**src/rtl/mpw_pkg.sv**
```systemverilog
`timescale 1ns / 1ps
// ----------------------------------------------------------------------------
// mpw_pkg
// shared types, register indexes, reset values and status codes of the
// motion progress watchdog
// ----------------------------------------------------------------------------
package mpw_pkg;

    localparam int unsigned CFG_IDX_W  = 3;
    localparam int unsigned CFG_DATA_W = 24;

    localparam logic [CFG_IDX_W-1:0] REG_RADIUS       = 3'd0;
    localparam logic [CFG_IDX_W-1:0] REG_MOVE_TIMEOUT = 3'd1;
    localparam logic [CFG_IDX_W-1:0] REG_TURN_TIMEOUT = 3'd2;
    localparam logic [CFG_IDX_W-1:0] REG_YAW_THRESH   = 3'd3;
    localparam logic [CFG_IDX_W-1:0] REG_TURN_ENABLE  = 3'd4;

    localparam logic [15:0] RADIUS_RST       = 16'd500;
    localparam logic [31:0] RADIUS_SQ_RST    = 32'(RADIUS_RST) * 32'(RADIUS_RST);
    localparam logic [23:0] MOVE_TIMEOUT_RST = 24'd10000;
    localparam logic [23:0] TURN_TIMEOUT_RST = 24'd30000;
    localparam logic [15:0] YAW_THRESH_RST   = 16'd313;
    localparam logic        TURN_ENABLE_RST  = 1'b1;

    localparam logic [15:0] YAW_FLOOR = 16'd10;

    localparam logic OP_CHECK = 1'b0;
    localparam logic OP_CLEAR = 1'b1;

    localparam logic [2:0] ST_BASELINE    = 3'd0;
    localparam logic [2:0] ST_TRANSLATION = 3'd1;
    localparam logic [2:0] ST_ROTATION    = 3'd2;
    localparam logic [2:0] ST_WAITING     = 3'd3;
    localparam logic [2:0] ST_STALLED     = 3'd4;
    localparam logic [2:0] ST_CLEARED     = 3'd5;

    typedef struct packed {
        logic [31:0] radius_sq;
        logic [23:0] move_timeout_ms;
        logic [23:0] turn_timeout_ms;
        logic [15:0] yaw_threshold;
        logic        turn_check_enable;
    } cfg_t;

    typedef struct packed {
        logic        opcode;
        logic [23:0] pos_x;
        logic [23:0] pos_y;
        logic [15:0] yaw;
        logic [31:0] now_ms;
    } item_t;

    typedef struct packed {
        logic        progress_ok;
        logic [2:0]  status_code;
        logic        rotation_flag;
        logic [23:0] timeout_used_ms;
    } result_t;

endpackage

```
**src/rtl/mpw_cfg_regs.sv**
```systemverilog
`timescale 1ns / 1ps
// ----------------------------------------------------------------------------
// mpw_cfg_regs
// configuration register file; the radius is kept as its square
// ----------------------------------------------------------------------------
module mpw_cfg_regs (
    input  logic                            clk,
    input  logic                            rst_n,
    input  logic                            cfg_wr_en,
    input  logic [mpw_pkg::CFG_IDX_W-1:0]   cfg_index,
    input  logic [mpw_pkg::CFG_DATA_W-1:0]  cfg_wdata,
    output mpw_pkg::cfg_t                   cfg
);
    import mpw_pkg::*;

    logic [31:0] radius_sq_reg;
    logic [23:0] move_timeout_reg;
    logic [23:0] turn_timeout_reg;
    logic [15:0] yaw_thresh_reg;
    logic        turn_enable_reg;

    always_ff @(posedge clk or negedge rst_n)
    begin
        if (!rst_n)
        begin
            radius_sq_reg    <= RADIUS_SQ_RST;
            move_timeout_reg <= MOVE_TIMEOUT_RST;
            turn_timeout_reg <= TURN_TIMEOUT_RST;
            yaw_thresh_reg   <= YAW_THRESH_RST;
            turn_enable_reg  <= TURN_ENABLE_RST;
        end
        else if (cfg_wr_en)
        begin
            case (cfg_index)
                REG_RADIUS:       radius_sq_reg    <= 32'(cfg_wdata[15:0]) *
                                                      32'(cfg_wdata[15:0]);
                REG_MOVE_TIMEOUT: move_timeout_reg <= cfg_wdata[23:0];
                REG_TURN_TIMEOUT: turn_timeout_reg <= cfg_wdata[23:0];
                REG_YAW_THRESH:   yaw_thresh_reg   <= cfg_wdata[15:0];
                REG_TURN_ENABLE:  turn_enable_reg  <= cfg_wdata[0];
                default:          ;
            endcase
        end
    end

    assign cfg.radius_sq         = radius_sq_reg;
    assign cfg.move_timeout_ms   = move_timeout_reg;
    assign cfg.turn_timeout_ms   = turn_timeout_reg;
    assign cfg.yaw_threshold     = yaw_thresh_reg;
    assign cfg.turn_check_enable = turn_enable_reg;

endmodule

```
**src/rtl/mpw_core.sv**
```systemverilog
`timescale 1ns / 1ps
// ----------------------------------------------------------------------------
// mpw_core
// baseline and rotation state with the single-pass progress decision
// ----------------------------------------------------------------------------
module mpw_core (
    input  logic              clk,
    input  logic              rst_n,
    input  logic              fire,
    input  mpw_pkg::item_t    item,
    input  mpw_pkg::cfg_t     cfg,
    output mpw_pkg::result_t  result
);
    import mpw_pkg::*;

    logic        base_valid_reg, base_valid_next;
    logic [23:0] base_x_reg, base_x_next;
    logic [23:0] base_y_reg, base_y_next;
    logic [15:0] prev_yaw_reg, prev_yaw_next;
    logic        turning_reg, turning_next;
    logic [31:0] base_time_reg, base_time_next;
    logic [31:0] turn_time_reg, turn_time_next;

    logic signed [24:0] dx, dy;
    logic [24:0] adx, ady;
    logic [49:0] dx_sq, dy_sq;
    logic [50:0] dist_sq;
    logic        moved;
    logic [15:0] yaw_diff, yaw_mag, yaw_thr;
    logic        rotated;
    logic [31:0] stamp_ms, elapsed;
    logic [23:0] tmo_sel;

    // squared distance from baseline
    assign dx = $signed({item.pos_x[23], item.pos_x}) - $signed({base_x_reg[23], base_x_reg});
    assign dy = $signed({item.pos_y[23], item.pos_y}) - $signed({base_y_reg[23], base_y_reg});
    assign adx = dx[24] ? (~dx + 25'd1) : dx;
    assign ady = dy[24] ? (~dy + 25'd1) : dy;
    assign dx_sq = 50'(adx) * 50'(adx);
    assign dy_sq = 50'(ady) * 50'(ady);
    assign dist_sq = {1'b0, dx_sq} + {1'b0, dy_sq};
    assign moved = dist_sq > {19'd0, cfg.radius_sq};

    // wrapped yaw change against floored threshold
    assign yaw_diff = item.yaw - prev_yaw_reg;
    assign yaw_mag  = yaw_diff[15] ? (~yaw_diff + 16'd1) : yaw_diff;
    assign yaw_thr  = (cfg.yaw_threshold > YAW_FLOOR) ? cfg.yaw_threshold : YAW_FLOOR;
    assign rotated  = cfg.turn_check_enable && (yaw_mag >= yaw_thr);

    // elapsed time from the active stamp
    assign stamp_ms = turning_reg ? turn_time_reg : base_time_reg;
    assign elapsed  = item.now_ms - stamp_ms;
    assign tmo_sel  = turning_reg ? cfg.turn_timeout_ms : cfg.move_timeout_ms;

    always_comb
    begin
        base_valid_next = base_valid_reg;
        base_x_next     = base_x_reg;
        base_y_next     = base_y_reg;
        prev_yaw_next   = prev_yaw_reg;
        turning_next    = turning_reg;
        base_time_next  = base_time_reg;
        turn_time_next  = turn_time_reg;
        result.progress_ok     = 1'b1;
        result.status_code     = ST_CLEARED;
        result.timeout_used_ms = 24'd0;

        if (item.opcode == OP_CLEAR)
        begin
            base_valid_next    = 1'b0;
            turning_next       = 1'b0;
            turn_time_next     = 32'd0;
            result.status_code = ST_CLEARED;
        end
        else if (!base_valid_reg || moved)
        begin
            base_valid_next    = 1'b1;
            base_x_next        = item.pos_x;
            base_y_next        = item.pos_y;
            base_time_next     = item.now_ms;
            prev_yaw_next      = item.yaw;
            turning_next       = 1'b0;
            result.status_code = base_valid_reg ? ST_TRANSLATION : ST_BASELINE;
        end
        else
        begin
            if (cfg.turn_check_enable)
            begin
                prev_yaw_next = item.yaw;
            end
            if (rotated)
            begin
                turning_next           = 1'b1;
                turn_time_next         = item.now_ms;
                result.status_code     = ST_ROTATION;
                result.timeout_used_ms = cfg.turn_timeout_ms;
            end
            else
            begin
                result.timeout_used_ms = tmo_sel;
                result.progress_ok     = elapsed <= {8'd0, tmo_sel};
                result.status_code     = result.progress_ok ? ST_WAITING : ST_STALLED;
            end
        end
        result.rotation_flag = turning_next;
    end

    always_ff @(posedge clk or negedge rst_n)
    begin
        if (!rst_n)
        begin
            base_valid_reg <= 1'b0;
            base_x_reg     <= 24'd0;
            base_y_reg     <= 24'd0;
            prev_yaw_reg   <= 16'd0;
            turning_reg    <= 1'b0;
            base_time_reg  <= 32'd0;
            turn_time_reg  <= 32'd0;
        end
        else if (fire)
        begin
            base_valid_reg <= base_valid_next;
            base_x_reg     <= base_x_next;
            base_y_reg     <= base_y_next;
            prev_yaw_reg   <= prev_yaw_next;
            turning_reg    <= turning_next;
            base_time_reg  <= base_time_next;
            turn_time_reg  <= turn_time_next;
        end
    end

endmodule

```
**src/rtl/motion_progress_watchdog.sv**
```systemverilog
`timescale 1ns / 1ps
// ----------------------------------------------------------------------------
// motion_progress_watchdog
// pose progress watchdog with baseline, translation and rotation tracking
// ----------------------------------------------------------------------------
// Takes one word per clock cycle while out_ready holds and returns one
// result word per input word. A word is captured in an input register and
// decided once the result side can advance, when the result register loads
// and the baseline and rotation state update together. The state update
// through the distance squaring and compare sets the cycle time. While a
// result waits on out_ready one more word can be held in the input
// register. Configuration writes take effect at once and must be made
// while no word is in flight.
module motion_progress_watchdog (
    input  logic                            clk,
    input  logic                            rst_n,
    input  logic                            cfg_wr_en,
    input  logic [mpw_pkg::CFG_IDX_W-1:0]   cfg_index,
    input  logic [mpw_pkg::CFG_DATA_W-1:0]  cfg_wdata,
    input  logic                            in_valid,
    output logic                            in_ready,
    input  logic                            opcode,
    input  logic signed [23:0]              pos_x,
    input  logic signed [23:0]              pos_y,
    input  logic [15:0]                     yaw,
    input  logic [31:0]                     now_ms,
    output logic                            out_valid,
    input  logic                            out_ready,
    output logic                            progress_ok,
    output logic [2:0]                      status_code,
    output logic                            rotation_flag,
    output logic [23:0]                     timeout_used_ms
);
    import mpw_pkg::*;

    cfg_t    cfg;
    item_t   item_reg;
    logic    item_valid_reg;
    result_t res_comb;
    result_t res_reg;
    logic    res_valid_reg;
    logic    advance;
    logic    fire;

    mpw_cfg_regs u_cfg (
        .clk       (clk),
        .rst_n     (rst_n),
        .cfg_wr_en (cfg_wr_en),
        .cfg_index (cfg_index),
        .cfg_wdata (cfg_wdata),
        .cfg       (cfg)
    );

    assign advance  = !res_valid_reg || out_ready;
    assign fire     = item_valid_reg && advance;
    assign in_ready = !item_valid_reg || advance;

    always_ff @(posedge clk or negedge rst_n)
    begin
        if (!rst_n)
        begin
            item_valid_reg <= 1'b0;
        end
        else if (in_ready)
        begin
            item_valid_reg <= in_valid;
        end
    end

    always_ff @(posedge clk)
    begin
        if (in_ready && in_valid)
        begin
            item_reg.opcode <= opcode;
            item_reg.pos_x  <= pos_x;
            item_reg.pos_y  <= pos_y;
            item_reg.yaw    <= yaw;
            item_reg.now_ms <= now_ms;
        end
    end

    mpw_core u_core (
        .clk    (clk),
        .rst_n  (rst_n),
        .fire   (fire),
        .item   (item_reg),
        .cfg    (cfg),
        .result (res_comb)
    );

    always_ff @(posedge clk or negedge rst_n)
    begin
        if (!rst_n)
        begin
            res_valid_reg <= 1'b0;
        end
        else if (advance)
        begin
            res_valid_reg <= item_valid_reg;
        end
    end

    always_ff @(posedge clk)
    begin
        if (fire)
        begin
            res_reg <= res_comb;
        end
    end

    assign out_valid       = res_valid_reg;
    assign progress_ok     = res_reg.progress_ok;
    assign status_code     = res_reg.status_code;
    assign rotation_flag   = res_reg.rotation_flag;
    assign timeout_used_ms = res_reg.timeout_used_ms;

    // a clear word always comes out as cleared
    a_clear_result: assert property (@(posedge clk) disable iff (!rst_n)
        fire && item_reg.opcode == OP_CLEAR
        |=> res_valid_reg && res_reg.status_code == ST_CLEARED && !res_reg.rotation_flag)
        else $error("clear word did not give a cleared result");

    // an empty result register never blocks the input side
    a_ready_when_empty: assert property (@(posedge clk) disable iff (!rst_n)
        !res_valid_reg |-> in_ready)
        else $error("input stalled with empty result register");

    // a rotation result carries the turn timeout and the active flag
    a_rotation_result: assert property (@(posedge clk) disable iff (!rst_n)
        res_valid_reg && res_reg.status_code == ST_ROTATION
        |-> res_reg.rotation_flag && res_reg.progress_ok
            && res_reg.timeout_used_ms == cfg.turn_timeout_ms)
        else $error("rotation result inconsistent");

    // a pending input word moves on as soon as the result side frees up
    a_input_drains: assert property (@(posedge clk) disable iff (!rst_n)
        item_valid_reg && advance |=> res_valid_reg)
        else $error("decided word lost before result register");

endmodule
```
**config.mk**
```make
export PLATFORM = sky130hd
export DESIGN_NAME = motion_progress_watchdog
export DESIGN_NICKNAME = d
export VERILOG_FILES = /design/src/rtl/mpw_pkg.sv /design/src/rtl/mpw_cfg_regs.sv /design/src/rtl/mpw_core.sv /design/src/rtl/motion_progress_watchdog.sv
export SDC_FILE = /design/constraint.sdc
export NUM_CORES = 2
export LEC_CHECK = 0
export ABC_AREA = 1
export BUFFER_PORTS_ARGS = -buffer_cell sky130_fd_sc_hd__buf_2
export CORE_ASPECT_RATIO = 0.9
export CORE_UTILIZATION = 45
export CTS_CLUSTER_SIZE = 8
export DETAILED_ROUTE_END_ITERATION = 16
export PLACE_DENSITY = 0.67
export SYNTH_ARGS = -nofsm -noshare
export SYNTH_HDL_FRONTEND = slang
export SYNTH_SLANG_ARGS = --single-unit
export TNS_END_PERCENT = 20
```
**constraint.sdc**
```tcl
create_clock -name clk -period 22 [get_ports clk]
set_input_delay 4.4 -clock clk [delete_from_list [all_inputs] [get_ports clk]]
set_output_delay 4.4 -clock clk [all_outputs]
set_load 0.02 [all_outputs]
```
==> After elaboration in Yosys (flattened, before gate mapping) <==
Index checks and enable logic that the tools add are counted.
{ "totals": {"ff_bits": 355, "out_inout_bits": 31} }
{ "classes": {"n_mul": 3, "addsub": 8, "muxes": 21, "bitwise": 4, "reduce_logical": 24, "n_lt_le_gt_ge": 4, "n_eq_ne": 5} }
{ "op_table": {"columns": ["operator", "n"], "rows": [
  ["$mux W32", 4],
  ["$mul A25 B25 Y50", 2],
  ["$mux W16", 4],
  ["$add A50 B50 Y51", 1],
  ["$gt A51 B32 Y1", 1],
  ["$add A25 B1 Y25 const B", 2],
  ["$mux W25", 2],
  ["$not A25 Y25", 2],
  ["$sub A24 B24 Y25", 2],
  ["$mux W24", 2],
  ["$le A32 B24 Y1", 1],
  ["$mul A16 B16 Y32", 1],
  ["$sub A32 B32 Y32", 1],
  ["$add A16 B1 Y16 const B", 1],
  ["$ge A16 B16 Y1", 1],
  ["$gt A16 B4 Y1 const B", 1],
  ["$not A16 Y16", 1],
  ["$sub A16 B16 Y16", 1],
  ["$reduce_and A2 Y1", 6],
  ["$mux W3", 3],
  ["$reduce_and A3 Y1", 3],
  ["$eq A3 B2 Y1 const B", 2],
  ["$mux W1", 6],
  ["$reduce_bool A2 Y1", 3],
  ["10 further kinds", 16]
]} }

==> Depth between registers and ports, before layout <==
{ "logic_depth": {"word_depth": 10, "mapped_depth": 74} }

==> By module <==
Synthesis repeated with hierarchy kept, for this count alone.
{ "hier_totals": {"cells_unflattened": 7894, "hier_area_um2": 66317.4} }
{ "by_module_without_submodules": {"columns": ["module", "n_inst", "cells_each", "area_per_inst_um2"], "rows": [
  ["mpw_core", 1, 6273, 50787.5],
  ["mpw_cfg_regs", 1, 1483, 11651.2],
  ["motion_progress_watchdog", 1, 138, 3878.7]
]} }

==> Worst setup path after synthesis <==
Ideal clock, no wire load.
{ "synth_timing": {"kind": "register -> register", "start": "register u_core.base_x_reg[0]", "end": "register u_core.prev_yaw_reg[10]", "required_ns": 21.883, "path_slack_ns": 10.603, "path_stages_with_launch": 67, "arrival_time_ns": 11.280, "n_path_buf": 2, "setup_ns": 0.117, "cell_sequence": "dfrtp_1 -> ha_1 -> inv_1 -> fa_1 -> inv_1 -> ha_1 -> inv_1 -> nor3_1 -> inv_1 -> nor3_2 -> nand2_1 -> nor2_1 -> nand2_1 -> nor2_1 -> nand2_1 -> nor2_1 -> inv_1 -> nand2_1 -> [... 31 more ...] -> nor2_1 -> a211oi_1 -> nand2_1 -> nand2_1 -> nand2_1 -> nand2_1 -> nand3_1 -> nor3_1 -> nand3_1 -> nor2_1 -> inv_1 -> nor2_2 -> nand3_2 -> nand2_2 -> nand2_2 -> buf_2 -> nand2_1 -> nand2_1"} }
{ "synth_between": {"elab_chain_cells": 10, "elab_cells_between_ends": 11, "cone_classes": "3 x add/sub; 1 x mul; 1 x order compare; 2 x mux; 1 x bitwise; 3 x reduce/logical"} }
{ "synth_lines": {"columns": ["element", "line", "rtl"], "rows": [
  ["start, declared", "mpw_core.sv:17", "logic [23:0] base_x_reg, base_x_next;"],
  ["start signal, assigned", "mpw_core.sv:123", "base_x_reg <= base_x_next;"],
  ["$sub A24 B24 Y25 (*)", "mpw_core.sv:35", "assign dx = $signed({item.pos_x[23], item.pos_x}) - $signed({base_x_reg[23], base_x_reg});"],
  ["$not A25 Y25", "mpw_core.sv:37", "assign adx = dx[24] ? (~dx + 25'd1) : dx;"],
  ["$add A25 B1 Y25", "mpw_core.sv:37", null],
  ["$mux W25 (*)", "mpw_core.sv:37", null],
  ["$mul A25 B25 Y50 (*)", "mpw_core.sv:39", "assign dx_sq = 50'(adx) * 50'(adx);"],
  ["$add A50 B50 Y51 (*)", "mpw_core.sv:41", "assign dist_sq = {1'b0, dx_sq} + {1'b0, dy_sq};"],
  ["$gt A51 B32 Y1 (*)", "mpw_core.sv:42", "assign moved = dist_sq > {19'd0, cfg.radius_sq};"],
  ["$logic_or A1 B1 Y1 (*)", "mpw_core.sv:75", "else if (!base_valid_reg || moved)"],
  ["$reduce_bool A2 Y1 (no source line)", null, null],
  ["$reduce_and A3 Y1 (no source line)", null, null],
  ["end signal, assigned", "mpw_core.sv:125", "prev_yaw_reg <= prev_yaw_next;"],
  ["end, declared", "mpw_core.sv:19", "logic [15:0] prev_yaw_reg, prev_yaw_next;"]
]} }
Mark *: on every way between the ends. The rest lies on a longest branch, timed or not.
A chain may end at the register's enable or synchronous reset.

==> Final worst setup path <==
{ "layout_timing": {"start": "register item_reg[72] (netlist bit)", "end": "register u_core.prev_yaw_reg[7]"} }
{ "layout_between": {"elab_chain_cells": 10, "elab_cells_between_ends": 11, "cone_classes": "3 x add/sub; 1 x mul; 1 x order compare; 2 x mux; 1 x bitwise; 3 x reduce/logical"} }
{ "layout_lines": {"columns": ["element", "line", "rtl"], "rows": [
  ["start, declared", "motion_progress_watchdog.sv:37", "item_t item_reg;"],
  ["$sub A24 B24 Y25 (*)", "mpw_core.sv:35", null],
  ["$not A25 Y25", "mpw_core.sv:37", null],
  ["$add A25 B1 Y25", "mpw_core.sv:37", null],
  ["$mux W25 (*)", "mpw_core.sv:37", null],
  ["$mul A25 B25 Y50 (*)", "mpw_core.sv:39", null],
  ["$add A50 B50 Y51 (*)", "mpw_core.sv:41", null],
  ["$gt A51 B32 Y1 (*)", "mpw_core.sv:42", null],
  ["$logic_or A1 B1 Y1 (*)", "mpw_core.sv:75", null],
  ["$reduce_bool A2 Y1 (no source line)", null, null],
  ["$reduce_and A3 Y1 (no source line)", null, null]
]} }
Marks and branches as above.

==> metrics.csv <==
stage,metric,value,unit
status,status,finished clean,
floorplan,Starting Density,45.3,%
job,max_cap viols,0,
synth,post-synthesis cell area,65200,µm²
clock_network,Root Buffer,clkbuf_16,
worst_setup_path,Critical Path Sink Type,flop,
timing,Tmin final,15.32,ns
synth,Synth async-reset ratio,64.4,%
floorplan,die width,403,µm
timing,Slew @ Worst Pin,1.12,ns
worst_setup_path,CP max FO,60,
drt,DR pass1 iterations,5,
drt,Vias,49416,
clock_network,Post-CTS Resized,0,
cells_and_area,fin nets,9699,
synth,post-synth top area share,36.9,%
place,HPWL after DPL,156000,µm
synth,Post-synth EDFFs,126,
floorplan,Core Region,144000,µm²
timing,RSZ-0062 raised after global routing,no,
clock_network,# Post-CTS Setup Buffers,0,
timing,f_max,65.3,MHz
drt,post-route ant nets,0,
worst_setup_path,Worst EP arrival,15.83,ns
timing,Fin Setup TNS,0,ns
clock_network,number of H-tree levels,2,
synth,ranking of synthesized cells by area,"fa_1, ha_1, inv_1",
synth,register area share after synthesis,14.6,%
synth,synthesized area per cell,8.56,µm²
clock_network,Num CTS Buffers,51,
synth,post-synthesis cell count,7616,
clock_network,Skew-Pair Late Insertion Delay,0.63,ns
floorplan,die height,363,µm
worst_setup_path,CP most frequent cell,nand2_1,
cells_and_area,"commonest cells after routing, fill and taps aside","inv_1, nand2_1, fa_1",
drt,drt drc,0,
synth,Yosys reg bits,354,
cells_and_area,max reg flops,97,
global_routing,number of global-route vias before repair,52173,
clock_network,clk sinks,354,
worst_hold_path,HP Class,flop to flop,
place,Port-buffer cells,159,
place,Routability Congestion,0.988,
clock_network,Worst-path clk slew,0.06,ns
worst_setup_path,slowest CP cell,clkinv_1,
drt,final WL,186000,µm
global_routing,largest net degree at the start of global routing,154,
global_routing,gr usage total,26.1,%
worst_setup_path,CP Launch Type,flop,
drt,Starting DRT DRC Count,3894,
global_routing,number of antenna violations at the first check in global routing,7,
floorplan,Rows,132,
cells_and_area,Layout area overhead,6.98,%
timing,Relative slew margins,25.2,%
cells_and_area,ratio of cells with drive above 1 in the final layout,4.94,%
global_routing,global-route wire length before repair,297000,µm
timing,Final Hold Viols,0,
clock_network,Clock Path Buffers,3,
timing,Fin Clk Skew,0.0722,ns
timing,fin crit share,69.6,%
worst_setup_path,WS Path Type,flop to flop,
worst_setup_path,Crit path required time,22.51,ns
timing,"Slew Viols, Final",0,
cells_and_area,"most common cell after layout, fill and taps aside",inv_1,
synth,Synth cell types,61,
floorplan,io pins,160,
synth,Synth Flop Type,dfrtp_1,
clock_network,CTS tree,built,
drt,drt via density,5.08,
worst_setup_path,"Largest stage delay, worst path",0.83,ns
clock_network,cts hold-fix bufs,0,
floorplan,Die ar.,146000,µm²
cells_and_area,Filler cells,13784,
drt,post-DR wirelength/cell,19.1,µm
timing,final setup fails,0,
synth,synthesis warning total,0,
synth,cell taking the most area after synthesis,fa_1,
global_routing,total congestion overflow,0,
## cells by family (layout without fill, tap and decap cells)
logic type | after synthesis | count (layout) | synth area share [%]
compound gates | 578 | 578 | 4.92
xor+xnor | 179 | 179 | 2.44
fa+ha+maj | 1841 | 1841 | 49.2
buf+inv | 2254 | 2372 | 13.2
flops | 354 | 354 | 14.6
mux | 53 | 53 | 0.814
other cells | 2 | 47 | 0.0115
simple gates | 2355 | 2355 | 14.8
## final timing paths
check / start / to / slack [ns] / depth (start not counted)
max: item_reg[72] / u_core.prev_yaw_reg[7] / 6.68 / 64
min: u_core.base_y_reg[5] / u_core.base_y_reg[5] / 0.47 / 2
max reg2reg: item_reg[72] / u_core.prev_yaw_reg[7] / 6.68 / 64
min reg2reg: u_core.base_y_reg[5] / u_core.base_y_reg[5] / 0.47 / 2
max in group asynchronous: rst_n / u_cfg.yaw_thresh_reg[7] / 16.78 / 2
min in group asynchronous: rst_n / u_core.base_y_reg[12] / 3.77 / 1
## metal layers
layer	global-route usage, %	wire (µm)	vias to the layer above
met5	0	0	-
met4	6.20	5100	0
met3	5.66	16300	262
met2	40.4	81800	1730
met1	37.4	82900	24494
li1	-	-	22930
## synth_stat cells (5+ instances only)
cell type,instances
nand4_1,54
nor4_1,13
dfstp_2,25
a211oi_1,5
or2_2,19
nand2_2,12
xor2_1,116
dfrtp_1,203
o211ai_1,10
mux2i_1,53
o22ai_1,6
xnor2_1,60
clkinv_1,19
a21oi_1,218
o21ai_0,219
nor2_1,655
o31ai_1,6
inv_2,19
fa_1,1201
clkbuf_1,143
o21bai_1,27
nand3_1,284
inv_1,2025
buf_8,7
edfxtp_1,126
nand2_1,1245
nor2_2,11
o21ai_1,11
nand3b_1,10
a21boi_0,12
a31oi_1,19
buf_4,6
o21a_1,11
ha_1,640
a21o_1,16
buf_2,21
nor3_1,36
buf_1,9
## worst max-delay path, delay by kind of cell (launching register included)
kind,cells,cell delay [ns]
XOR/XNOR,1,0.23
adder cells (fa/ha/maj),13,5.64
AO/OA/AOI/OAI,4,0.93
AND/OR/NAND/NOR,32,5.30
flip-flops,1,0.32
buffers and inverters,14,2.74
## cell type report
cell class | instances | area, µm² | share of cell area [%]
Antenna cell | 9 | 22.5 | 0.0323
Clock buffer | 89 | 1440 | 2.06
Clock inverter | 5 | 103 | 0.147
Inverter | 2063 | 7750 | 11.1
Multi-Input combinational cell | 5044 | 47200 | 67.7
Sequential cell | 354 | 9520 | 13.7
Tap cell | 1943 | 2430 | 3.49
Timing Repair Buffer | 215 | 1240 | 1.78
## through the flow
| step | hold WS [ns] | setup slack (ns) | utilization (%) | cells | area (µm²) |
|---|---|---|---|---|---|
| 2_1_floorplan | 0.441 | 10.60 | - | 7652 | 65300 |
| 3_3_place_gp | 0.453 | 6.95 | 47.4 | 9619 | 68200 |
| 3_5_place_dp | 0.458 | 6.83 | 47.4 | 9619 | 68200 |
| 4_1_cts | 0.471 | 6.82 | 48.5 | 9713 | 69700 |
| 5_1_grt | 0.487 | 5.74 | 48.5 | 9718 | 69700 |
| 6_report | 0.468 | 6.68 | 48.5 | 9722 | 69700 |
Power is not shown: default switching activity piles up to over one toggle a cycle in this logic, so the estimate is an artifact.
